**config.mk**
```make
export PLATFORM = sky130hd
export DESIGN_NAME = hdb_divider
export DESIGN_NICKNAME = d
export VERILOG_FILES = /design/src/rtl/hdb_pkg.sv /design/src/rtl/hdb_divider.sv
export SDC_FILE = /design/constraint.sdc
export NUM_CORES = 2
export LEC_CHECK = 0
export ABC_AREA = 0
export ABC_CLOCK_PERIOD_IN_PS = 5900
export BUFFER_PORTS_ARGS = -buffer_cell sky130_fd_sc_hd__buf_2
export CORE_AREA = 2 2 531 401
export DETAILED_ROUTE_END_ITERATION = 12
export DIE_AREA = 0 0 533 403
export SYNTH_ARGS = -nofsm -noshare
export SYNTH_HDL_FRONTEND = slang
export SYNTH_SLANG_ARGS = --single-unit
export TNS_END_PERCENT = 5
```
**constraint.sdc**
```tcl
create_clock -name clk -period 5.9 [get_ports clk]
set_input_delay 0.295 -clock clk [delete_from_list [all_inputs] [get_ports clk]]
set_output_delay 0.295 -clock clk [all_outputs]
set_load 0.02 [all_outputs]
```
**src/rtl/hdb_pkg.sv**
```systemverilog
package hdb_pkg;
	localparam int unsigned POS_W   = 32;
	localparam int unsigned STOP_W  = 33;
	localparam int unsigned COUNT_W = 24;
	localparam int unsigned SCORE_W = 40;
	localparam int unsigned CNT_W   = 16;
	localparam int unsigned REPS_W  = 3;
	localparam int unsigned IN_W    = 160;
	localparam int unsigned USER_W  = 2;
	localparam int unsigned OUT_W   = 136;

	// Site control that travels alongside the fraction lanes.
	typedef struct packed {
		logic              seg;
		logic              eos;
		logic              hypo;
		logic [POS_W-1:0]  pos;
	} site_ctl_t;

	// Closed domain record.
	typedef struct packed {
		logic [POS_W-1:0]   first;
		logic [STOP_W-1:0]  stop;
		logic [COUNT_W-1:0] count;
		logic [SCORE_W-1:0] score;
	} domain_t;
endpackage

```
**src/rtl/hdb_divider.sv**
```systemverilog
// One replicate lane: restoring divider, one quotient bit per stage.
module hdb_divider import hdb_pkg::*; #(
	parameter int unsigned FRACTION_BITS = 16
) (
	input  logic             clk,
	input  logic             adv,
	input  logic             en,
	input  logic [CNT_W-1:0] meth,
	input  logic [CNT_W-1:0] unmeth,
	output logic [CNT_W+FRACTION_BITS-1:0] quot
);
	localparam int unsigned NW = CNT_W + FRACTION_BITS;
	localparam int unsigned DW = CNT_W + 1;
	localparam int unsigned ST = NW;

	logic [NW-1:0] num_q [1:ST];
	logic [NW-1:0] qt_q  [1:ST];
	logic [DW-1:0] rem_q [1:ST];
	logic [DW-1:0] den_q [1:ST];
	logic [DW-1:0] den_in;
	logic [NW-1:0] num_in;

	// Stage zero loads the operands; a zero divisor gives a zero quotient.
	assign den_in = {1'b0, meth} + {1'b0, unmeth};
	assign num_in = (en && den_in != '0) ? {unmeth, {FRACTION_BITS{1'b0}}} : '0;

	for (genvar i = 0; i < ST; i++) begin : g_st
		logic [NW-1:0] num_c;
		logic [NW-1:0] qt_c;
		logic [DW-1:0] rem_c;
		logic [DW-1:0] den_c;
		logic [DW:0]   trial;
		logic          ge;
		if (i == 0) begin : g_load
			assign num_c = num_in;
			assign qt_c  = '0;
			assign rem_c = '0;
			assign den_c = den_in;
		end else begin : g_pass
			assign num_c = num_q[i];
			assign qt_c  = qt_q[i];
			assign rem_c = rem_q[i];
			assign den_c = den_q[i];
		end
		always_comb begin
			trial = {rem_c, num_c[NW-1]};
			ge    = (den_c != '0) && (trial >= {1'b0, den_c});
		end
		always_ff @(posedge clk) begin
			if (adv) begin
				rem_q[i+1] <= DW'(ge ? (trial - {1'b0, den_c}) : trial);
				num_q[i+1] <= {num_c[NW-2:0], 1'b0};
				qt_q[i+1]  <= {qt_c[NW-2:0], ge};
				den_q[i+1] <= den_c;
			end
		end
	end

	assign quot = qt_q[ST];
endmodule

```
==> metrics <==
input/output buffers=66; nature of the critical path endpoint=flip-flop; CP max FO=18; # rows=146; CTS root buf=clkbuf_16; die extent in x=533 um; cell area power density=around 510 nW/um^2; leading register cell type out of synthesis=edfxtp_1; synth top area cells=edfxtp_1, ha_1, mux2_2, xnor2_1, inv_1; vias in the first global route=about 47000; YS warnings=0; CP Class=flip-flop to flip-flop; Syn Std Cell Area=approximately 83000 sq um; largest net degree at the start of global routing=~180; via count=48690; post-synthesis sequential area ratio=around three fifths; Routed WL per cell=between 15 and 20 um; CTS clk-pin slew, worst paths=around 0.060 ns; boundary pin count=67; Placer Congestion=about 0.87; Final setup viols=0; post-place setup slack=1.625 ns; Yosys reg bits=around 1700; FILL cells=between 15000 and 20000; Setup crit start=den_q[0][34]; final instance area=between 90000 and 100000 sq um; Sink Count=around 1700; min Tclk post-route=4.096 ns; VDD IR max=approximately 0.00026 V; overall global routing resource usage=between 10% and 20%; status=complete, no violations; Post-DP Area=approximately 87000 sq um; CTS H-tree lvls=4; first-pass GRT wire length=266.6 mm; Hold Worst Slack=between 0.08 and 0.09 ns; core area=209900 sq um; initial antenna violation count=1; RSZ-0062 raised after global routing=no; Synth Area per Inst=13.42 sq um; clock power share=22.5%; initial DRC count=4100; Final Hold Vio Count=0; HP Class=primary input to flip-flop; Setup Fix Bufs, Post-CTS=0; Clock Skew=0.05010 ns; slew at the pin closest to its max-slew limit=~1.1 ns; FMAX=244.1 MHz; hold wc startpoint=meth[2]; CTS tree=done; sw power=approximately 16 mW; final WL=between 150 and 200 mm; proportion of layout cells with a drive suffix above 1=11.96%; Die Ht=403 um; Die ar.=roughly 210000 sq um; top-area cell type share of the netlist area=just over 60%; asr flop ratio synth=0%; Critical Path AT=4.64 ns; deepest clock path buffer count=4; post-DR vias/cell=about 5.2; switching fraction of total power=32.73%; crit path launch type=flip-flop; Post-synth EDFFs=between 1500 and 2000; initial core utilization=between 30% and 40%; Rel. slew slack=a little over a quarter; Layout area overhead=11.48%; reg2reg start=den_q[0][34]; net count after synthesis=slightly below 7000; Clock Latency Late Sink=a little over 0.8 ns; grt total ovfl=0; Worst EP required=roughly 6.5 ns; setup_tns=0 ns; Logic pwr share=between 30% and 40%; placed insts=roughly 9100; post-CTS sizing=0; fin crit share=69.43%; Synth area leader=edfxtp_1; DRC errors left=0; Final Max Tran Viols=0; power after layout=about 48 mW; Netlist cell types=74; fin nets=7060; Cell Int Power=around 32 mW; Lkg Pwr=around 36 nW; TritonCTS Buffers=180; sequential fraction of design power=roughly two fifths; Final WS setup=1.804 ns; post-synthesis cell count=6212; DP HPWL=about 120 mm; Post-Layout Cell Count=between 9000 and 10000; Max-Cap Viols=0; drt pass-1 iters=6; Post-DRT Antenna Nets=0; Final Util=around 44%
## cell type report
cell class / count / area [sq um] / area share, %
Tap cell: 2812 / 3518 / 3.786
Sequential cell: 1702 / 51110 / 55.00
Clock buffer: 228 / 4791 / 5.156
Timing Repair Buffer: 116 / 878.3 / 0.9453
Multi-Input combinational cell: 3797 / 29450 / 31.69
Inverter: 653 / 2451 / 2.638
Antenna cell: 1 / 2.502 / 0.002693
Clock inverter: 85 / 720.7 / 0.7756
## kinds of logic after synthesis
| group | count (synthesis) | share of synthesized area [%] |
|---|---|---|
| DFF | 1702 | 61.32 |
| and+or+nand+nor | 1226 | 7.480 |
| AOI/OAI and AO/OA | 1172 | 9.092 |
| buffers and inverters | 713 | 3.353 |
| adders and majority gates | 575 | 8.910 |
| muxes | 416 | 5.561 |
| xor gates and xnor gates | 408 | 4.287 |
## placed cells by master, fill, tap and decap left out, drive strengths merged, types with 37 or more instances in the layout
cell and count:
edfxtp 1702, inv 659, ha 544, mux2 377, a21oi 315, nor2 311, o21ai 303, xnor2 288
clkbuf 228, nand2 223, nor4 153, a21o 149, xor2 120, nand4 106, buf 93, nor2b 89
nor3 84, o21a 79, nand3 59, clkinv 57, nand2b 48, a31oi 41, mux2i 39, a21boi 38
and2 37
## critical path, stage by stage (launching register included)
cell and delay (ns):
edfxtp_1 0.45, ha_1 0.25, fa_1 0.41, nand2b_1 0.19, a21oi_1 0.16, o21ai_1 0.11, a21oi_2 0.26, a41oi_1 0.18
a311oi_1 0.39, o21ai_1 0.16, a21oi_2 0.83, mux2_2 0.42
## Yosys cell counts, drive strengths merged (19+ instances only)
library cell and number:
edfxtp 1702, fa 31, nand2 223, inv 653
o31a 20, xnor2 288, a21o 149, and3 22
and2 37, o41ai 20, nor2 311, o21a 79
ha 544, a31oi 41, nor3 84, or2 36
a211oi 22, xor2 120, nor2b 89, nand4 106
a21boi 38, nand2b 48, nor4 153, mux2i 39
o21ai 303, a21oi 315, nand3 59, o211ai 19
mux2 377, buf 43, o31ai 33
## worst paths after layout
kind,cells after the start,slack [ns],end
setup / recovery,11,1.80,rem_q[0][61]
hold / removal,3,0.09,den_q[0][19]
setup reg to reg,11,1.80,rem_q[0][61]
hold reg to reg,0,0.39,qt_q[0][850]
## sequential cells by signal, indices dropped and copies added (netlist names)
register,count
rem_q,527
qt_q,528
num_q,120
den_q,527
## power groups by stage
stage                     clock, mW  combinational, mW  sequential [mW]
after floorplan                   0               14.5             18.2
after global placement            0               17.5             19.2
after detailed placement          0               17.8             19.2
after CTS                      11.1               18.0             19.0
after global routing           11.6               20.2             19.2
final                          10.8               18.1             19.0
## repair_timing
action / 4_1_cts / 5_1_grt
endpoints found under the hold margin: 21 / 0
endpoints found under the setup margin: 0 / 0
hold buffers: 23 / 0
## per-layer routing
metal / vias to the layer above / share of wire, % / GRT usage, %
met3: 237 / 4.6 / 2.128
met4: 0 / 2.0 / 3.659
met1: 23680 / 52 / 24.33
met2: 1028 / 42 / 22.09
li1: 23750 / - / -
met5: - / 0 / 0
(Power assumes the default switching activity.)
