**config.mk**
```make
export PLATFORM = sky130hd
export DESIGN_NAME = hdb_merge
export DESIGN_NICKNAME = d
export VERILOG_FILES = /design/src/rtl/hdb_pkg.sv /design/src/rtl/hdb_merge.sv
export SDC_FILE = /design/constraint.sdc
export NUM_CORES = 1
export LEC_CHECK = 0
export BUFFER_PORTS_ARGS = -buffer_cell sky130_fd_sc_hd__buf_4
export CORE_MARGIN = 2
export CORE_UTILIZATION = 33
export DETAILED_ROUTE_END_ITERATION = 16
export GPL_TIMING_DRIVEN = 0
export PLACE_DENSITY = 0.59
export REMOVE_ABC_BUFFERS = 1
export SLEW_MARGIN = 20
export SYNTH_ARGS = -nofsm -noshare
export SYNTH_HDL_FRONTEND = slang
export SYNTH_SLANG_ARGS = --single-unit
```
**constraint.sdc**
```tcl
create_clock -name clk -period 3.82 [get_ports clk]
set_input_delay 1.146 -clock clk [delete_from_list [all_inputs] [get_ports clk]]
set_output_delay 1.146 -clock clk [all_outputs]
set_load 0.03 [all_outputs]
```
**src/rtl/hdb_pkg.sv**
```systemverilog
package hdb_pkg;
	localparam int unsigned POS_W   = 32;
	localparam int unsigned STOP_W  = 33;
	localparam int unsigned COUNT_W = 24;
	localparam int unsigned SCORE_W = 40;
	localparam int unsigned CNT_W   = 16;
	localparam int unsigned REPS_W  = 3;
	localparam int unsigned IN_W    = 160;
	localparam int unsigned USER_W  = 2;
	localparam int unsigned OUT_W   = 136;

	// Site control that travels alongside the fraction lanes.
	typedef struct packed {
		logic              seg;
		logic              eos;
		logic              hypo;
		logic [POS_W-1:0]  pos;
	} site_ctl_t;

	// Closed domain record.
	typedef struct packed {
		logic [POS_W-1:0]   first;
		logic [STOP_W-1:0]  stop;
		logic [COUNT_W-1:0] count;
		logic [SCORE_W-1:0] score;
	} domain_t;
endpackage

```
**src/rtl/hdb_merge.sv**
```systemverilog
// Sums the lane quotients and runs the domain state; at most two records out.
module hdb_merge import hdb_pkg::*; #(
	parameter int unsigned MAX_REPLICATES = 4,
	parameter int unsigned FRACTION_BITS  = 16
) (
	input  logic             clk,
	input  logic             arst_n,
	input  logic             go,
	input  site_ctl_t        ctl,
	input  logic [MAX_REPLICATES-1:0][CNT_W+FRACTION_BITS-1:0] quot,
	output logic             busy,
	output logic             out_valid,
	input  logic             out_ready,
	output domain_t          out_dom,
	output logic             out_last
);
	localparam int unsigned QW = CNT_W + FRACTION_BITS;

	logic               inside_q;
	logic [POS_W-1:0]   start_q;
	logic [STOP_W-1:0]  prev_q;
	logic [COUNT_W-1:0] count_q;
	logic [SCORE_W-1:0] score_q;
	domain_t            slot_q [2];
	logic [1:0]         n_q;
	logic               rd_q;

	logic [QW+2:0]      add;
	logic               inside_n;
	logic [POS_W-1:0]   start_n;
	logic [COUNT_W-1:0] count_n;
	logic [SCORE_W-1:0] score_n;
	logic [SCORE_W:0]   sum;
	domain_t            e0, e1;
	logic [1:0]         n;

	// Lane adder.
	always_comb begin
		add = '0;
		for (int r = 0; r < MAX_REPLICATES; r++) add = add + (QW+3)'(quot[r]);
	end

	// Domain update in model order.
	always_comb begin
		inside_n = inside_q; start_n = start_q; count_n = count_q; score_n = score_q;
		n = 2'd0; e0 = '0; e1 = '0; sum = '0;
		if (ctl.seg && inside_n) begin
			e0 = '{start_n, prev_q, count_n, score_n}; n = 2'd1; inside_n = 1'b0;
		end
		if (ctl.hypo) begin
			if (!inside_n) begin
				inside_n = 1'b1; start_n = ctl.pos; count_n = '0; score_n = '0;
			end
			if (count_n != '1) count_n = count_n + 1'b1;
			sum = {1'b0, score_n} + (SCORE_W+1)'(add);
			score_n = sum[SCORE_W] ? '1 : sum[SCORE_W-1:0];
		end else if (inside_n) begin
			if (n == 2'd0) e0 = '{start_n, prev_q, count_n, score_n};
			else e1 = '{start_n, prev_q, count_n, score_n};
			n = n + 2'd1; inside_n = 1'b0;
		end
		if (ctl.eos && inside_n) begin
			if (n == 2'd0) e0 = '{start_n, {1'b0, ctl.pos} + 1'b1, count_n, score_n};
			else e1 = '{start_n, {1'b0, ctl.pos} + 1'b1, count_n, score_n};
			n = n + 2'd1; inside_n = 1'b0;
		end
	end

	// State and output slots.
	always_ff @(posedge clk or negedge arst_n) begin
		if (!arst_n) begin
			inside_q <= 1'b0; start_q <= '0; prev_q <= '0; count_q <= '0;
			score_q <= '0; n_q <= '0; rd_q <= 1'b0;
			slot_q[0] <= '0; slot_q[1] <= '0;
		end else if (go) begin
			inside_q <= inside_n; start_q <= start_n; count_q <= count_n;
			score_q <= score_n; prev_q <= {1'b0, ctl.pos} + 1'b1;
			slot_q[0] <= e0; slot_q[1] <= e1; n_q <= n; rd_q <= 1'b0;
		end else if (out_valid && out_ready) begin
			if (rd_q || n_q == 2'd1) begin
				n_q <= '0; rd_q <= 1'b0;
			end else rd_q <= 1'b1;
		end
	end

	assign busy      = n_q != '0;
	assign out_valid = n_q != '0;
	assign out_dom   = rd_q ? slot_q[1] : slot_q[0];
	assign out_last  = rd_q || n_q == 2'd1;
endmodule

```
==> results.txt <==
Worst path slowest cell: fa_1
PD cells: 571 nW/µm²
RR Startpoint: inside_q$_DFFE_PN0P_
root buf cell: clkbuf_16
global route overflow: 0
Buf/Inv on CP: 8
logic gate share of total power: 0.463
Period minus WS final: 4.69 ns
maximum buffer depth of the clock tree: 3
max cap viols: 0
Req. time, crit path: 4.34 ns
CTS tree: yes
area leader, netlist: dfrtp_1
GRT busiest layer: met2
Critical Path Source Type: input pin
vias post-DR: 20,200
Post-synth top cells: dfrtp_1, nor2_1, inv_1, a21oi_1
GR Util met2: 0.324
TritonCTS Sinks: 391
Mean Syn Cell Area: 9.40 µm²
Starting Density: 0.332
number of library cell types mapped by synthesis: 88
full die area: 75,200 µm²
Async SR Flop Fraction: 1.00
reg2reg path depth: 17
status: complete, but fails checks
WL per Instance: 19.5 µm
Internal Power: 11.4 mW
Max Fanout on Critical Path: 8
detailed-route DRC error count: 0
Worst setup EP type: register
Worst Setup SP: quot[18]
GPL Wtd Cong: 0.840
hpwl dp: 47.1 mm
WP depth: 20
violated checks: negative setup slack
Post-synth top flop: dfrtp_1
Pleak: 14.5 nW
Worst Setup Path Type: input pin to register
Fill cells: 6,864
Ys Warns: 0
Synth top area share: 0.406
CTS buffer count: 48
met3 Use GR: 0.0380
Hold Vio Cnt, Final: 0
Syn Inst Count: 2,563
termination of the worst setup path: slot_q[20]$_DFFE_PN0P_
number of global-route vias before repair: 20,400
slowest stage delay, CP: 0.53 ns
setup_tns: -84.58 ns
met1 Resource Use GR: 0.266
crit share post-route: 1.23
Reg-to-Reg End: slot_q[135]$_DFFE_PN0P_
Hold Path Class: register to register
Sw Share: 0.382
Peak supply drop: 0.000419 V
Core Region: 72,600 µm²
CP Data Arrival Time: 5.21 ns
die height: 274 µm
Tot GR Track Use: 0.198
first-pass GRT wire length: 117 mm
Iter 0 DRT Violations: 1,278
latest clock arrival within the worst-skew pair: 0.63 ns
Worst-path clk slew: 0.06 ns
crit-path cells: buf_4 > inv_1 > fa_1 > inv_1 > fa_1 > inv_1 > fa_1 > inv_2 > ha_4 > nand2_4 > o21ai_2 > a221oi_2 > buf_4 > a21oi_4 > o311ai_4 > buf_6 > nand2_8 > o22a_1 > buf_4 > a22o_1
ant diodes: 0
initial antenna violation count: 2
fin. max-slew vios: 0
pin count of the biggest net entering global routing: 119
Final #Nets: 3,194
EDFF count, synth: 0
count leader, synth: dfrtp_1
Port Buffers: 298
layout cells sized above 1: 0.330
Net Sw Power: 7.01 mW
drt first pass iters: 5
Tightest Pin Transition: 0.861 ns
Flop pwr share: 0.279
I/O pin count: 299
headroom to the max-slew limit: 0.424
Die Wd: 274 µm
RSZ-0062 raised after global routing: true
Area Overhead vs Synth: 33.3%
Antenna Nets Post-Route: 0
main area contributors after synthesis: dfrtp_1, mux2_2, fa_1
Avg Vias per Cell: 5.20
r2r setup slk: -0.53 ns
H-Tree Depth: 2
Setup WS post-layout: -0.870 ns
fmax: 213 MHz
Finish-stage setup viols: 120
synthesis-stage register bit count: 391
pre-CTS WS: -2.63 ns
synthesized area: 24,100 µm²
Clk network pwr share: 0.257
WL final: 75.9 mm
CP delay by family, top: adder cells
skew final: 0.0511 ns
sequential area share after synthesis: 0.406
row count: 99
cell families (layout without fill, tap and decap cells):
group	after synthesis	count (layout)	synth area share
AO/OA/AOI/OAI	625	628	0.175
XOR/XNOR	77	77	0.0280
adder cells (fa/ha/maj)	137	137	0.101
buffers and inverters	478	836	0.0760
flip-flops	391	391	0.406
multiplexers	208	208	0.0955
other	1	1	0.000156
AND/OR/NAND/NOR	646	648	0.119
power by group through the flow:
stage,Clock (mW),Combinational (mW),Sequential (mW)
after floorplan,0,3.89,5.05
after global placement,0,5.49,5.17
after detailed placement,0,5.56,5.15
after CTS,4.83,7.35,5.10
after global routing,4.99,9.15,5.19
final,4.73,8.51,5.13
layout make-up:
cell class / count / area [µm²] / share of cell area
Multi-Input combinational cell: 1699 / 14300 / 0.446
Sequential cell: 391 / 9790 / 0.305
Timing Repair Buffer: 440 / 4040 / 0.126
Clock buffer: 65 / 1350 / 0.0419
Tap cell: 959 / 1200 / 0.0373
Inverter: 310 / 1170 / 0.0366
Clock inverter: 21 / 265 / 0.00826
worst min path at each step:
| stage | cells past startpoint | start | endpoint |
|---|---|---|---|
| floorplan | 2 | slot_q[33]$_DFFE_PN0P_ | slot_q[33]$_DFFE_PN0P_ |
| global placement | 2 | slot_q[33]$_DFFE_PN0P_ | slot_q[33]$_DFFE_PN0P_ |
| detailed placement | 1 | slot_q[112]$_DFFE_PN0P_ | slot_q[112]$_DFFE_PN0P_ |
| CTS | 1 | arst_n | slot_q[216]$_DFFE_PN0P_ |
| global route | 1 | slot_q[30]$_DFFE_PN0P_ | slot_q[30]$_DFFE_PN0P_ |
| finish | 1 | slot_q[108]$_DFFE_PN0P_ | slot_q[108]$_DFFE_PN0P_ |
registers in the layout (all words and copies together) (netlist names):
signal / count
inside_q: 1
score_q: 40
count_q: 24
n_q: 2
prev_q: 33
start_q: 32
rd_q: 1
slot_q: 258
worst register-to-register path: stages, from the launching register on:
cell and delay, ns:
dfrtp_1 0.50, nor2b_4 0.24, buf_12 0.20, buf_16 0.19, and2_1 0.15, ha_1 0.22
ha_1 0.28, ha_2 0.46, nand3_1 0.24, nor4_4 0.34, nand4_1 0.20, a21oi_4 0.26
o311ai_4 0.15, buf_6 0.21, buf_12 0.16, a31oi_4 0.23, a22oi_2 0.10, a21oi_1 0.12
routing by layer:
layer,vias to the layer above,part of all wire
met1,10100,0.44
met3,118,0.062
met4,4,0.024
li1,9426,-
met2,545,0.48
met5,-,0.00036
stage by stage:
step                area (µm²)  hold WS [ns]  std cells  power (mW)  utilization
floorplan                23400         0.446       2395        8.94            -
global placement         26900         0.460       3652        10.7        0.370
detailed placement       27600         0.467       3677        10.7        0.380
CTS                      31200         0.481       3840        17.3        0.430
global route             32100         0.493       3885        19.3        0.443
finish                   32100         0.478       3885        18.4        0.443
cell usage in the layout, fill, tap and decap left out, types with 19 or more instances in the layout:
cell type | synthesis | final
buf_4 | 3 | 366
mux2i_1 | 36 | 36
xor2_1 | 39 | 33
ha_4 | 0 | 27
fa_1 | 95 | 93
o2bb2ai_1 | 100 | 93
o21ai_0 | 86 | 54
mux2_2 | 171 | 158
dfrtp_1 | 391 | 390
buf_16 | 0 | 19
a22o_1 | 23 | 23
nand3_1 | 48 | 46
a21oi_1 | 224 | 193
o21ai_1 | 2 | 21
nor2_1 | 315 | 285
a221oi_1 | 38 | 37
inv_2 | 1 | 35
buf_6 | 1 | 34
xnor2_1 | 38 | 33
clkbuf_16 | 0 | 48
and3_1 | 24 | 21
nor2_4 | 0 | 19
inv_1 | 309 | 273
nand2_1 | 171 | 156
repair_timing:
action                     in CTS  in global routing
resized for setup             297                137
hold buffers                    0                  0
cloned                          6                  0
setup endpoints to repair     282                155
setup buffers                  71                 49
pin swaps                     127                111
No activity file was read; power rests on OpenSTA's default activity.
